$ cat config.mk
export PLATFORM = sky130hd
export DESIGN_NAME = fisr_delay
export DESIGN_NICKNAME = d
export VERILOG_FILES = /design/src/rtl/core/fisr_delay.sv
export SDC_FILE = /design/constraint.sdc
export NUM_CORES = 1
export LEC_CHECK = 0
export BUFFER_PORTS_ARGS = -buffer_cell sky130_fd_sc_hd__buf_4
export CAP_MARGIN = 20
export CORE_MARGIN = 3
export CORE_UTILIZATION = 52
export DETAILED_ROUTE_END_ITERATION = 12
export MAX_ROUTING_LAYER = met4
export PLACE_DENSITY = 0.75
export SLEW_MARGIN = 10
export SYNTH_ARGS = -nofsm -noshare
export SYNTH_HDL_FRONTEND = slang
export SYNTH_SLANG_ARGS = --single-unit
$ cat constraint.sdc
create_clock -name clk -period 1.5 [get_ports clk]
set_clock_uncertainty 0.1 [all_clocks]
set_input_delay 0.075 -clock clk [delete_from_list [all_inputs] [get_ports clk]]
set_output_delay 0.075 -clock clk [all_outputs]
set_load 0.01 [all_outputs]
$ cat src/rtl/core/fisr_delay.sv
// ----------------------------------------------------------------------------
// fisr_delay
// enable-gated shift line that keeps side operands aligned with the units
// ----------------------------------------------------------------------------
module fisr_delay #(
    parameter int unsigned DEPTH = 3,
    parameter int unsigned WIDTH = 32
) (
    input  logic             clk,
    input  logic             en,
    input  logic [WIDTH-1:0] din,
    output logic [WIDTH-1:0] dout
);

    logic [WIDTH-1:0] tap_reg [DEPTH];

    always_ff @(posedge clk)
    begin
        if (en)
        begin
            tap_reg[0] <= din;
            for (int i = 1; i < DEPTH; i++)
            begin
                tap_reg[i] <= tap_reg[i-1];
            end
        end
    end

    assign dout = tap_reg[DEPTH-1];

endmodule

# Yosys cells after proc, flatten, opt, wreduce, memory -nomap -nowiden
# Memories as Yosys holds them, arrays and structs flattened.
# Index checks and enable logic that the tools add are counted.
[totals]
output_inout_bits = 32
n_memories = 1
mem_bits_rw = 96
ff_bits = 0
[op_classes]
n_mux = 2
[mem_list]
columns = ["memory", "depth", "word_bits", "rd", "rd_clocked_by_memory_dff", "wr", "line", "text"]
rows = [
  ["tap_reg", 3, 32, 3, 0, 3, "15", "logic [WIDTH-1:0] tap_reg [DEPTH];"],
]
[op_table]
columns = ["op", "count"]
rows = [
  ["1-bit 2-to-1 mux", 2],
]

# Longest topological paths before layout
# Gate-level depths: netlist (run 1).
[logic_depth]
depth_word = 2
ltp_mapped = 1
depth_no_buf = 0

# Worst setup path after synthesis (run 1)
# No wires, ideal clock.
[synth_path]
path_type = "register -> register"
startpoint = "memory tap_reg[0][0]"
endpoint = "memory tap_reg[1][0] (netlist: tap_reg[0][32]) (data pin)"
setup_slack_ns = 0.811
setup_ns = 0.266
stages_incl_launch_ff = 1
arrival_ns = 0.323
cell_sequence = "edfxtp_1"
[synth_rtl]
columns = ["element", "line"]
rows = [
  ["from (decl)", "15"],
]

==> results of run 1 <==
## worst paths after layout
kind / start / end
max: tap_reg[0][71] / dout[7]
min: en / tap_reg[0][9]
max reg2reg: tap_reg[0][38] / tap_reg[0][70]
min reg2reg: tap_reg[0][49] / tap_reg[0][81]
## stage by stage
step	setup slack [ns]	utilization
2_1_floorplan	0.811	-
3_3_place_gp	0.554	0.622
3_5_place_dp	0.510	0.622
4_1_cts	0.417	0.716
5_1_grt	0.379	0.716
6_report	0.445	0.716
## metal layers
layer,track usage,share of wire,vias to the layer above
li1,-,-,611
met2,0.221,0.56,44
met3,0.0375,0.058,12
met5,-,0,-
met1,0.137,0.35,622
met4,0.0789,0.028,0
## kinds of logic (layout without fill, tap and decap cells)
logic type | count (synthesis) | in the layout | synth area share
flops | 96 | 96 | 0.923
buf+inv | 32 | 116 | 0.0769
## synthesized netlist by cell type
master	count	area share
edfxtp_1	96	0.92
buf_4	32	0.077
## layout make-up
| class | instances | share of cell area |
|---|---|---|
| Clock inverter | 7 | 0.0214 |
| Tap cell | 72 | 0.0223 |
| Timing Repair Buffer | 100 | 0.212 |
| Sequential cell | 96 | 0.714 |
| Clock buffer | 9 | 0.0307 |
## power by group through the flow
| stage | Sequential (mW) | Clock [mW] | Combinational (mW) |
|---|---|---|---|
| 5_1_grt | 3.23 | 1.89 | 0.322 |
| 3_3_place_gp | 3.26 | 0 | 0.229 |
| 3_5_place_dp | 3.28 | 0 | 0.236 |
| 6_report | 3.21 | 1.70 | 0.299 |
| 4_1_cts | 3.22 | 1.76 | 0.305 |
| 2_1_floorplan | 3.26 | 0 | 0.0975 |
## repair_timing
action | 4_1_cts | 5_1_grt
hold buffers | 32 | 0
gates resized for setup | 0 | 0
hold endpoints to repair | 32 | 0
setup buffers | 0 | 0
==> run_results.csv, run 1 <==
group,metric,value,unit
placed_design,portBuffers,65,
critical_path,cp.buffers_inverters,1,
critical_path,rrSetupSlack,0.75,ns
pwr,clkPwrFrac,0.326,
sta,slew_viol_final,0,
layout,fin_nets,241,
clock_network,clock_latency,0.33,ns
pwr,total_power,5.21,mW
critical_path,cp_num_cells,1,
worst_hold_path,holdPathStages,2,
synth,mappedNetlistNets,162,
clock_network,clockRootBuffer,"clkbuf_8",
layout,design_area,4040,um^2
die,initial_core_util,0.554,
synth,ys_seq_elements,96,
detailed_routing,drc,0,
critical_path,cp_top_family,"flip-flops",
critical_path,reg2reg_depth,0,
pwr,p_per_area,1290,nW/um^2
sta,post-route-min-period,1.05,ns
pwr,switching_share,0.181,
layout,multi_input_area,0,um^2
sta,tns,0,ns
die,row_count,27,
synth,syn_area,3120,um^2
critical_path,start_kind,"register",
placed_design,dp_hpwl,2510,um
flow_run,maxCapViolCount,0,
sta,tightestPinTransition,0.348,ns
outcome,status,"complete, no violations",
layout,layout_commonest_cell,"edfxtp_1",
critical_path,cp.required,1.32,ns
layout,nMultiInputCombCells,0,
synth,avgSynthCellArea,24.4,um^2
die,die_width,83.5,um
sta,max_slew_margin,0.768,
placed_design,dpl_cell_area,3510,um^2
critical_path,cp_cell_sequence,"buf_4",
die,die_y,83.5,um
clock_network,htree_num_levels,3,
critical_path,cp_slowest_cell,"edfxtp_1",
critical_path,crit_arrival,0.88,ns
detailed_routing,wl_per_cell,14.2,um
clock_network,clockBufferDepth,2,
pwr,p_int,4.27,mW
layout,syn2layout_area_growth,29.3,%
detailed_routing,wl,4040,um
layout,nFillCells,338,
pwr,p_comb_frac,0.057,
die,ios,66,
critical_path,path_max_fanout,1,
sta,min_period_over_period,0.703,
layout,layout.cells.non_filler,284,
grt,grt_max_degree,41,
layout,n_antenna_cell,0,
grt,grt_pass1_vias,1368,
grt,overflow,0,
critical_path,cp-end-kind,"primary output",
die,die-area,6970,um^2
pwr,p_seq_frac,0.617,
sta,final_hold_viol_count,0,
detailed_routing,drtIter0Drc,44,
placed_design,placed_cells,236,
pwr,irDropWorstVdd,0.754,mV
pwr,leakagePower,1.52,nW
clock_network,clk_pin_slew_worst_paths,0.08,ns
clock_network,cts-buffers-inserted,9,
layout,drive_gt1_frac,0.392,
clock_network,cts_tree,"done",
layout,layout_common_cells,"edfxtp_1, buf_4, dlygate4sd3_1, clkbuf_8, clkinv_2",
sta,max_freq,0.948,GHz
critical_path,cpPeakStageDelay,0.39,ns
grt,grt_pass1_wl,6600,um
grt,antenna_found_initial,0,
sta,setup_viol,0,
synth,yosys.cell_types.count,2,
pwr,power_switching,0.944,mW
detailed_routing,avgViaCountPerCell,4.54,
die,core-area,5640,um^2
synth,synth_cells,128,
placed_design,gp_congestion,0.669,
synth,seq_area_frac_synth,0.923,
worst_hold_path,hp-class,"in -> reg",
layout,largest_register_ffs,96,
detailed_routing,drtPass1Iterations,4,
grt,grt_usage,0.131,
layout,regArea,2880,um^2
detailed_routing,routed-via-count,1289,
synth,yosysWarnings,0,
clock_network,clock_sinks,96,
critical_path,path_class,"reg -> out",
sta,worst_hold_slack,0.0951,ns
sta,rsz0062_at_grt,"no",
detailed_routing,drtAntennaViolNets,0,
(Power assumes the default switching activity.)
==> run 2: changes to the inputs <==
CORE_UTILIZATION = 48   (was 52)
PLACE_DENSITY = 0.72   (was 0.75)
clock period = 0.9 ns   (was 1.5 ns; I/O delays follow)
==> run 2 against run 1 <==
Net effect: the flow now finishes with violations (setup timing); combinational power grew 87%; first-iteration DRC count grew 86%; non-clock buffer count grew 2; power grew 67%; clock power grew 65%; worst setup slack lost 0.58 ns; cell area grew 3.2%; via count is essentially flat; critical path type unchanged; critical endpoint is now dout[5].
==> run_results.csv, run 2 (synthesized netlist as in run 1, its figures left out) <==
group,metric,value,unit
outcome,status,"complete, but fails checks",
outcome,violations,"setup timing",
critical_path,cp.buffers_inverters,1,
die,initial_core_util,0.512,
critical_path,rrSetupSlack,0.15,ns
layout,final_util,0.684,
layout,drive_gt1_frac,0.385,
critical_path,crit_arrival,0.89,ns
clock_network,clockBufferDepth,2,
clock_network,htree_num_levels,3,
detailed_routing,drtPass1Iterations,4,
sta,post-route-min-period,1.03,ns
flow_run,maxCapViolCount,0,
sta,fin_ws,-0.131,ns
placed_design,place_ws,0.0726,ns
critical_path,path_class,"reg -> out",
sta,final_hold_viol_count,0,
critical_path,cp-end-kind,"primary output",
die,die_width,86.7,um
sta,max_slew_margin,0.893,
layout,layout.cells.non_filler,288,
placed_design,dpl_cell_area,3540,um^2
layout,nMultiInputCombCells,0,
placed_design,portBuffers,65,
placed_design,gp_congestion,0.621,
worst_hold_path,hp-class,"in -> reg",
layout,design_area,4170,um^2
detailed_routing,drtIter0Drc,82,
clock_network,clk_pin_slew_worst_paths,0.08,ns
die,core-area,6100,um^2
detailed_routing,drtAntennaViolNets,0,
critical_path,cp_slowest_cell,"edfxtp_1",
sta,worst_hold_slack,0.0276,ns
critical_path,cp_cell_sequence,"buf_6",
sta,min_period_over_period,1.15,
grt,overflow,0,
detailed_routing,drc,0,
sta,setup_viol,32,
worst_hold_path,holdPathStages,2,
critical_path,cp_top_family,"flip-flops",
pwr,p_per_area,2090,nW/um^2
sta,slew_viol_final,0,
critical_path,start_kind,"register",
placed_design,placed_cells,241,
layout,fin_nets,243,
pwr,leakagePower,1.56,nW
grt,grt_usage,0.130,
clock_network,clock_sinks,96,
clock_network,clock_latency,0.33,ns
clock_network,cts_tree,"done",
die,row_count,28,
critical_path,r2r-end,"tap_reg[0][66]",
detailed_routing,wl,4360,um
detailed_routing,wl_per_cell,15.1,um
pwr,irDropWorstVdd,1.24,mV
clock_network,clockRootBuffer,"clkbuf_8",
layout,multi_input_area,0,um^2
layout,syn2layout_area_growth,33.5,%
critical_path,path_max_fanout,1,
worst_hold_path,min_to,"tap_reg[0][4]",
critical_path,setup.worst_path.start,"tap_reg[0][69]",
clock_network,cts-buffers-inserted,9,
layout,largest_register_ffs,96,
critical_path,cp.required,0.75,ns
layout,layout_common_cells,"edfxtp_1, buf_4, dlygate4sd3_1, buf_6, clkbuf_8",
sta,rsz0062_at_grt,"yes",
sta,max_freq,0.970,GHz
grt,antenna_found_initial,0,
detailed_routing,avgViaCountPerCell,4.47,
worst_hold_path,min_from,"en",
critical_path,r2r_start,"tap_reg[0][34]",
critical_path,cpPeakStageDelay,0.41,ns
layout,layout_commonest_cell,"edfxtp_1",
sta,tightestPinTransition,0.160,ns
grt,grt_pass1_wl,6720,um
grt,grt_pass1_vias,1343,
layout,n_antenna_cell,0,
detailed_routing,routed-via-count,1288,
grt,grt_max_degree,30,
die,ios,66,
critical_path,reg2reg_depth,0,
die,die_y,86.7,um
die,die-area,7510,um^2
-- run 2: changes by cell type in the layout (fill, tap and decap cells not counted) --
| cell | previous run | this run |
|---|---|---|
| clkbuf_1 | 0 | 1 |
| clkinv_2 | 3 | 1 |
| buf_4 | 66 | 38 |
| buf_12 | 2 | 3 |
| clkinvlp_4 | 1 | 0 |
| clkinv_1 | 1 | 2 |
| buf_6 | 0 | 29 |
-- run 2: timing repair --
action,CTS,global route
buffers inserted,0,0
pin swaps,0,0
hold buffers,32,0
resized for setup,21,8
endpoints found under the hold margin,32,0
endpoints found under the setup margin,32,32
-- run 2: routing by layer --
metal,routed length (um),track usage,vias to the layer above
li1,-,-,615
met1,1540,0.133,626
met2,2560,0.224,39
met3,176,0.0304,8
met4,85,0.0779,0
met5,0,-,-
-- run 2: final cells by class --
| cell class | instances | area, um^2 |
|---|---|---|
| flip-flops and latches | 96 | 2880 |
| well taps | 75 | 93.8 |
| fillers | 402 | 1930 |
| clock inverters | 5 | 72.6 |
| clock buffers | 10 | 128 |
| repair buffers | 102 | 992 |
-- run 2: where the power goes --
part	internal (mW)	leakage (nW)	switching [mW]
Sequential	5.28	0.940	0.0906
Clock	1.53	0.101	1.27
Combinational	0.354	0.520	0.206
-- run 2: worst max-delay path by stage --
stage	endpoint	slack (ns)	cells after the start
2_1_floorplan	tap_reg[0][32]	0.21	0
3_3_place_gp	tap_reg[0][57]	0.09	2
3_5_place_dp	tap_reg[0][52]	0.07	2
4_1_cts	dout[10]	-0.16	1
5_1_grt	dout[5]	-0.17	1
6_report	dout[5]	-0.13	1
-- run 2: stage by stage --
stage	power [mW]	TNS [ns]
2_1_floorplan	5.59	0
3_3_place_gp	5.82	0
3_5_place_dp	5.87	0
4_1_cts	8.81	-3.92
5_1_grt	9.09	-4.80
6_report	8.73	-3.12
