[src/rtl/core/fisr_pkg.sv]
// ----------------------------------------------------------------------------
// fisr_pkg
// shared constants, types and helper functions for the inverse square root
// pipeline
// ----------------------------------------------------------------------------
package fisr_pkg;

    typedef logic [31:0] fbits_t;

    localparam int unsigned NEWTON_STEPS = 3;
    localparam int unsigned MUL_LAT      = 3;
    localparam int unsigned SUB_LAT      = 3;

    localparam fbits_t SEED_MAGIC = 32'h5f37_59df;
    localparam fbits_t ONE_HALF   = 32'h3f00_0000;
    localparam fbits_t THREE_HALF = 32'h3fc0_0000;
    localparam fbits_t DEFAULT_NAN = 32'hffc0_0000;
    localparam fbits_t QUIET_BIT  = 32'h0040_0000;

    // leading zero count of a 24-bit mantissa
    function automatic logic [4:0] lzc24(input logic [23:0] v);
        logic [4:0] cnt;
        cnt = 5'd24;
        for (int i = 0; i < 24; i++)
        begin
            if (v[i])
            begin
                cnt = 5'(23 - i);
            end
        end
        return cnt;
    endfunction

    // leading zero count of a 27-bit extended mantissa
    function automatic logic [4:0] lzc27(input logic [26:0] v);
        logic [4:0] cnt;
        cnt = 5'd27;
        for (int i = 0; i < 27; i++)
        begin
            if (v[i])
            begin
                cnt = 5'(26 - i);
            end
        end
        return cnt;
    endfunction

endpackage

[src/rtl/core/fisr_fmul.sv]
// ----------------------------------------------------------------------------
// fisr_fmul
// three-stage single-precision multiplier, round to nearest even,
// subnormals kept
// ----------------------------------------------------------------------------
module fisr_fmul (
    input  logic            clk,
    input  logic            rst_n,
    input  logic            en,
    input  logic            in_valid,
    input  fisr_pkg::fbits_t a,
    input  fisr_pkg::fbits_t b,
    output logic            out_valid,
    output fisr_pkg::fbits_t result
);

    // stage 1: unpack, specials, operand normalize
    logic        a_nan, b_nan, a_inf, b_inf, a_zero, b_zero, sgn;
    logic [23:0] ma, mb;
    logic [4:0]  lza, lzb;
    logic        spec;
    fisr_pkg::fbits_t spec_val;

    logic             v1_reg, v2_reg, v3_reg;
    logic             sp1_reg, sp2_reg;
    fisr_pkg::fbits_t spv1_reg, spv2_reg;
    logic             s1_reg, s2_reg;
    logic [23:0]      ma1_reg, mb1_reg;
    logic signed [10:0] ea1_reg, eb1_reg, es2_reg;
    logic [47:0]      p2_reg;
    fisr_pkg::fbits_t res_reg;

    always_comb
    begin
        a_nan  = (a[30:23] == 8'hff) && (a[22:0] != '0);
        b_nan  = (b[30:23] == 8'hff) && (b[22:0] != '0);
        a_inf  = (a[30:23] == 8'hff) && (a[22:0] == '0);
        b_inf  = (b[30:23] == 8'hff) && (b[22:0] == '0);
        a_zero = (a[30:0] == '0);
        b_zero = (b[30:0] == '0);
        sgn    = a[31] ^ b[31];
        ma     = {a[30:23] != 8'h00, a[22:0]};
        mb     = {b[30:23] != 8'h00, b[22:0]};
        lza    = fisr_pkg::lzc24(ma);
        lzb    = fisr_pkg::lzc24(mb);
        spec     = 1'b1;
        spec_val = '0;
        if (a_nan)
        begin
            spec_val = a | fisr_pkg::QUIET_BIT;
        end
        else if (b_nan)
        begin
            spec_val = b | fisr_pkg::QUIET_BIT;
        end
        else if ((a_inf && b_zero) || (a_zero && b_inf))
        begin
            spec_val = fisr_pkg::DEFAULT_NAN;
        end
        else if (a_inf || b_inf)
        begin
            spec_val = {sgn, 8'hff, 23'd0};
        end
        else if (a_zero || b_zero)
        begin
            spec_val = {sgn, 31'd0};
        end
        else
        begin
            spec = 1'b0;
        end
    end

    // stage 3: normalize, denormalize, round
    logic [47:0]        mn, ms, lost_mask;
    logic signed [10:0] be;
    logic [4:0]         sh;
    logic [7:0]         expf;
    logic [22:0]        frac;
    logic               g, st, rnd, ovf;

    always_comb
    begin
        mn   = p2_reg[47] ? p2_reg : {p2_reg[46:0], 1'b0};
        be   = es2_reg + 11'(p2_reg[47]) + 11'sd127;
        ovf  = be >= 11'sd255;
        sh   = '0;
        ms   = mn;
        lost_mask = '0;
        expf = be[7:0];
        if (be < 11'sd1)
        begin
            sh = (be < -11'sd24) ? 5'd25 : 5'(11'sd1 - be);
            ms = mn >> sh;
            lost_mask = (48'd1 << sh) - 48'd1;
            expf = '0;
        end
        frac = ms[46:24];
        g    = ms[23];
        st   = (|ms[22:0]) | (|(mn & lost_mask));
        rnd  = g & (st | frac[0]);
    end

    always_ff @(posedge clk or negedge rst_n)
    begin
        if (!rst_n)
        begin
            v1_reg <= 1'b0;
            v2_reg <= 1'b0;
            v3_reg <= 1'b0;
        end
        else if (en)
        begin
            v1_reg <= in_valid;
            v2_reg <= v1_reg;
            v3_reg <= v2_reg;
        end
    end

    always_ff @(posedge clk)
    begin
        if (en)
        begin
            sp1_reg  <= spec;
            spv1_reg <= spec_val;
            s1_reg   <= sgn;
            ma1_reg  <= ma << lza;
            mb1_reg  <= mb << lzb;
            ea1_reg  <= 11'(a[30:23] == 8'h00 ? 8'd1 : a[30:23]) - 11'(lza) - 11'sd127;
            eb1_reg  <= 11'(b[30:23] == 8'h00 ? 8'd1 : b[30:23]) - 11'(lzb) - 11'sd127;

            sp2_reg  <= sp1_reg;
            spv2_reg <= spv1_reg;
            s2_reg   <= s1_reg;
            p2_reg   <= ma1_reg * mb1_reg;
            es2_reg  <= ea1_reg + eb1_reg;

            if (sp2_reg)
            begin
                res_reg <= spv2_reg;
            end
            else if (ovf)
            begin
                res_reg <= {s2_reg, 8'hff, 23'd0};
            end
            else
            begin
                res_reg <= {s2_reg, {expf, frac} + 31'(rnd)};
            end
        end
    end

    assign out_valid = v3_reg;
    assign result    = res_reg;

endmodule

[config.mk]
export PLATFORM = sky130hd
export DESIGN_NAME = fisr_fmul
export DESIGN_NICKNAME = d
export VERILOG_FILES = /design/src/rtl/core/fisr_pkg.sv /design/src/rtl/core/fisr_fmul.sv
export SDC_FILE = /design/constraint.sdc
export NUM_CORES = 2
export LEC_CHECK = 0
export ABC_CLOCK_PERIOD_IN_PS = 9600
export BUFFER_PORTS_ARGS = -buffer_cell sky130_fd_sc_hd__buf_4
export CAP_MARGIN = 10
export CORE_ASPECT_RATIO = 1.75
export CORE_MARGIN = 5
export CORE_UTILIZATION = 45
export DETAILED_ROUTE_END_ITERATION = 8
export GPL_TIMING_DRIVEN = 1
export PLACE_DENSITY = 0.62
export RECOVER_POWER = 100
export SLEW_MARGIN = 20
export SYNTH_ARGS = -nofsm -noshare
export SYNTH_HDL_FRONTEND = slang
export SYNTH_SLANG_ARGS = --single-unit
export TNS_END_PERCENT = 5
[constraint.sdc]
create_clock -name clk -period 9.6 [get_ports clk]
set_input_delay 2.4 -clock clk [delete_from_list [all_inputs] [get_ports clk]]
set_output_delay 2.4 -clock clk [all_outputs]
set_load 0.005 [all_outputs]
# After elaboration in Yosys (flattened, before gate mapping)
# Index checks and enable logic that the tools add are counted.
[totals] reg_bits=232 in_bits=68 output_inout_bits=33 wordCells=128
[classes] addsub=10 n_mul=1 order_cmp=3 eq_ne=2 n_shift=4 muxes=63 n_bitwise=5 reduce_logical=23
[op_table] operator="$mux W5" count=44
[op_table] operator="$mux W32" count=6
[op_table] operator="$mux W48" count=2
[op_table] operator="$logic_not A31 Y1" count=2
[op_table] operator="$and A48 B48 Y48" count=1
[op_table] operator="$mul A24 B24 Y48" count=1
[op_table] operator="$reduce_or A48 Y1" count=1
[op_table] operator="$shl A1 B5 Y48 const A" count=1
[op_table] operator="$shl A24 B5 Y24" count=2
[op_table] operator="$shr A48 B5 Y47" count=1
[op_table] operator="$sub A48 B1 Y48 const B" count=1
[op_table] operator="$mux W47" count=1
[op_table] operator="$logic_not A23 Y1" count=2
[op_table] operator="$reduce_bool A23 Y1" count=2
[op_table] operator="$add A31 B1 Y31" count=1
[op_table] operator="$mux W31" count=1
[op_table] operator="$mux W8" count=3
[op_table] operator="$reduce_or A23 Y1" count=1
[op_table] operator="$mux W4" count=5
[op_table] operator="$sub A9 B8 Y10 const B" count=2
[op_table] operator="$sub A8 B5 Y9" count=2
[op_table] operator="$eq A8 B8 Y1 const B" count=2
[op_table] operator="$logic_not A8 Y1" count=2
[op_table] operator="$reduce_bool A8 Y1" count=2
[op_table] operator="15 further kinds" count=23

# Logic depth before layout (Yosys ltp)
[logic_depth] word_depth=26 depth_mapped=31 ltp_nobuf=29

# Least setup slack after synthesis
# OpenSTA, ideal clock, no wires.
[synth_timing] kind="reg2reg" from="register p2_reg[47]" to="register res_reg[18], in the netlist result[18], data pin" setup_time_ns=0.257 arrival_ns=7.222 t_required_ns=9.343 slack_ns=2.122 path_stages_with_launch=32 path_buffers=11 synth_period_minus_slack_ns=7.478 path_cell_list="edfxtp_1 clkbuf_1 clkbuf_1 buf_2 buf_2 buf_1 buf_2 buf_1 inv_1 ha_1 ha_1 inv_1 buf_2 clkbuf_1 ha_1 inv_1 nor2_1 a31o_2 buf_2 buf_2 nand2_1 o221ai_1 nor4bb_1 nor3_1 a21o_1 nor2_1 ha_1 inv_1 nor3b_2 nand3_2 or4_1 a32o_1"
[synth_between] elab_chain_cells=15 word_cells_on_any_way=22 classes_between="add/sub (5); order compare (3); shift (2); mux (6); bitwise (4); reduce/logical (2)"
[synth_rtl] element="from (decl)" line="fisr_fmul.sv:30" rtl="logic [47:0] p2_reg;"
[synth_rtl] element="from (signal assigned)" line="fisr_fmul.sv:135" rtl="p2_reg <= ma1_reg * mb1_reg;"
[synth_rtl] element="$add A11 B1 Y11" line="fisr_fmul.sv:85" rtl="be = es2_reg + 11'(p2_reg[47]) + 11'sd127;"
[synth_rtl] element="$add A11 B7 Y11" line="fisr_fmul.sv:85"
[synth_rtl] element="$lt A11 B6 Y1 / $sub A2 B5 Y5 (equally long branches)" line="fisr_fmul.sv:93" rtl="sh = (be < -11'sd24) ? 5'd25 : 5'(11'sd1 - be);"
[synth_rtl] element="$mux W5" line="fisr_fmul.sv:93"
[synth_rtl] element="$shl A1 B5 Y48" line="fisr_fmul.sv:95" rtl="lost_mask = (48'd1 << sh) - 48'd1;"
[synth_rtl] element="$sub A48 B1 Y48" line="fisr_fmul.sv:95"
[synth_rtl] element="$mux W48" line="fisr_fmul.sv:91" rtl="if (be < 11'sd1)"
[synth_rtl] element="$and A48 B48 Y48" line="fisr_fmul.sv:100" rtl="st = (|ms[22:0]) | (|(mn & lost_mask));"
[synth_rtl] element="$reduce_or A48 Y1" line="fisr_fmul.sv:100"
[synth_rtl] element="$or A1 B1 Y1" line="fisr_fmul.sv:100"
[synth_rtl] element="$or A1 B1 Y1" line="fisr_fmul.sv:101" rtl="rnd = g & (st | frac[0]);"
[synth_rtl] element="$and A1 B1 Y1" line="fisr_fmul.sv:101"
[synth_rtl] element="$add A31 B1 Y31" line="fisr_fmul.sv:148" rtl="res_reg <= {s2_reg, {expf, frac} + 31'(rnd)};"
[synth_rtl] element="$mux W31 *" line="fisr_fmul.sv:142" rtl="else if (ovf)"
[synth_rtl] element="$mux W32 *" line="fisr_fmul.sv:138" rtl="if (sp2_reg)"
[synth_rtl] element="to (signal assigned)" line="fisr_fmul.sv:140" rtl="res_reg <= spv2_reg;"
[synth_rtl] element="to (signal assigned)" line="fisr_fmul.sv:144" rtl="res_reg <= {s2_reg, 8'hff, 23'd0};"
[synth_rtl] element="to (signal assigned)" line="fisr_fmul.sv:148"
[synth_rtl] element="to (decl)" line="fisr_fmul.sv:31" rtl="fisr_pkg::fbits_t res_reg;"
# Every way passes the cells marked *; elsewhere a longest branch is shown, timed or not.
# A chain may end at the register's enable or synchronous reset.

# Worst setup path after layout
# Ends and elaborated chain as after synthesis.

==> flow_summary.ini <==
[run_status]
outcome = complete, but fails checks
violations = max-capacitance violations, max-slew violations

[synth]
synth_seq_cells = 230
synth_flop_cell = edfxtp_1
synth_top_cell_by_area = fa_1
synth_warnings = 0
synth_cell_types = 99
synth-async-reset-ratio_pct = 1.304
postSynthCellCount = 3912
synth_area_mm2 = 0.03530
synthTopCellsByArea = fa_1 27%, edfxtp_1 19%, ha_1 7.0%, nand2_1 6.4%, inv_1 5.7%
avgSynthCellArea_um2 = 9.024
yosysSeqAreaShare_pct = 19.52
synth_top_cell_area_share_pct = 27.45
synth_enable_flop_cells = 227

[sta]
slew_violations = 198
max-slew-margin-rel_pct = -304.7
hold_viol = 0
tightest_slew_ns = 6.071
fin_skew_ns = 0.03285
finalCritPeriodShare_pct = 92.05
max_freq_mhz = 113.2
layout_setup_ws_ns = 0.7637
setup_tns_ns = 0
setup_viol = 0
min_period_ns = 8.836
rsz0062_at_grt = false

[die]
row_count = 136
start_util_pct = 45.10
die-area_mm2 = 0.08437
coreArea_mm2 = 0.07828
die_h_um = 380.5
ios = 101
fp.dieW_um = 221.7

[worst_setup_path]
endpoint_kind = flop
cp_max_fo = 28
cp-start-kind = flop
arrival_ns = 9.16
critical_path_class = reg -> reg
required_ns = 9.92
setup.worst_path.start = p2_reg[47]$_DFFE_PP_
worstReg2RegStart = p2_reg[47]$_DFFE_PP_

[clock_network]
cts.sinks = 230
cts_buffers = 23
clk_latency_ns = 0.57
root_buffer = clkbuf_16
hold_buffers = 0
cts_buffer_depth = 3
ctsResizeCount = 0
htreeDepth = 1
cts_setup_buffers = 0
clk_pin_slew_worst_paths_ns = 0.07
cts_tree = built

[cells_and_area]
final_nets = 4662
antenna_cells = 0
drive_above_1_share_pct = 7.534
layout-area-overhead-vs-synth_pct = 7.227
final_cell_mix = 599 x nand2_1, 538 x inv_1, 484 x fa_1, 227 x edfxtp_1, 204 x and2_1
largest_reg_flops = 48
final_common_cell = nand2_1

[global_route]
grt_max_degree = 113
grt_pass1_wl_um = 188200
antenna_found_initial = 0
overflow = 0
grt_usage_pct = 28.95
grt_pass1_vias = 31253

[placement]
gp_congestion = 1.012
dp_hpwl_um = 99070
preCtsSetupSlack_ns = 1.129
io_buffers = 100

[hold_path]
min_from = spv1_reg[7]$_DFFE_PP_
hp-class = reg -> reg

[routing]
wl_per_cell_um = 24.93
post-route-drc-count = 0
routed_wl_um = 123800
final_antenna_net_count = 0
vias = 29375
first_pass_iters = 6
drt_iter0_drc = 2672
viasPerCell = 5.918

[run]
max-cap-violations = 3
==> cells in the mapped netlist (14+ instances only) <==
| library cell | instances |
|---|---|
| xnor2_1 | 70 |
| inv_1 | 536 |
| mux2_2 | 44 |
| or3_1 | 20 |
| and3_1 | 15 |
| and2_1 | 214 |
| edfxtp_1 | 227 |
| o22ai_1 | 29 |
| or4_1 | 16 |
| buf_2 | 22 |
| nand3_1 | 49 |
| clkbuf_1 | 174 |
| a21oi_1 | 168 |
| nor2_1 | 201 |
| nand2_1 | 599 |
| o31ai_1 | 26 |
| o21ai_0 | 107 |
| xor2_1 | 38 |
| nor3_1 | 65 |
| nand2b_1 | 17 |
| mux2i_1 | 134 |
| a31oi_1 | 21 |
| o211ai_1 | 26 |
| nand4_1 | 34 |
| fa_1 | 484 |
| a211oi_1 | 25 |
| or2_2 | 17 |
| a22oi_1 | 14 |
| ha_1 | 198 |
| nor4_1 | 24 |
| a21o_1 | 38 |
==> worst paths after layout <==
kind / slack (ns) / to / cells after the start
hold reg to reg: 0.39 / spv2_reg[7]$_DFFE_PP_ / 0
max in group asynchronous: 7.84 / out_valid$_DFFE_PN0P_ / 1
hold / removal: 0.39 / spv2_reg[7]$_DFFE_PP_ / 0
min in group asynchronous: 1.61 / v1_reg$_DFFE_PN0P_ / 1
setup reg to reg: 0.76 / result[18]$_DFFE_PP_ / 22
setup / recovery: 0.76 / result[18]$_DFFE_PP_ / 22
==> critical path, cell delays in order, from the launching register on <==
cell and delay, ns:
edfxtp_1 0.37, buf_4 0.24, inv_1 0.35, ha_1 0.29
ha_1 0.25, nor3b_1 0.46, a21oi_1 0.13, a31o_1 0.26
a21oi_1 1.24, o31a_1 0.75, buf_4 0.49, o221a_2 0.40
o221ai_1 0.18, nor4bb_1 0.30, nor3_1 0.12, a21o_1 0.26
nor2_1 0.14, ha_1 0.17, inv_1 0.08, nor3b_1 0.87
nand3_2 0.38, or4_1 0.57, a32o_1 0.25
==> logic make-up after synthesis <==
family          after synthesis  share of synthesized area (%)
simple gates               1313                          17.60
buf+inv                     758                          8.234
fa+ha+maj                   682                          34.47
compound gates              642                          12.29
flops                       230                          19.52
mux                         178                          5.203
xor+xnor                    108                          2.680
other cells                   1                        0.01062
==> layer usage <==
| layer | track usage [%] | up-vias | part of all wire [%] |
|---|---|---|---|
| li1 | - | 13085 | - |
| met1 | 31.33 | 14577 | 34 |
| met2 | 52.83 | 1260 | 52 |
| met3 | 2.362 | 453 | 4.8 |
| met4 | 20.66 | 0 | 9.0 |
| met5 | 0 | - | 0 |
==> through the flow <==
stage	hold WS, ns	instances	instance area, um2	util (%)
floorplan	0.4003	3913	35300	-
global placement	0.4012	4921	37210	47.53
detailed placement	0.4045	4921	37210	47.53
CTS	0.3786	4963	37930	48.46
global route	0.3865	4964	37850	48.36
finish	0.3945	4964	37850	48.36
==> area by class of cell <==
cell class,instances,area (um2)
clock buffer,24,579.3
clock inverter,18,143.9
fill,7588,40420
inverter,542,2034
multi-input combinational,2925,25530
sequential,230,6892
tap,1035,1295
timing repair buffer,190,1381
Power is left out: the tool's default activity adds up to more than one toggle a clock period on the data nets, which glitch-free logic cannot reach.
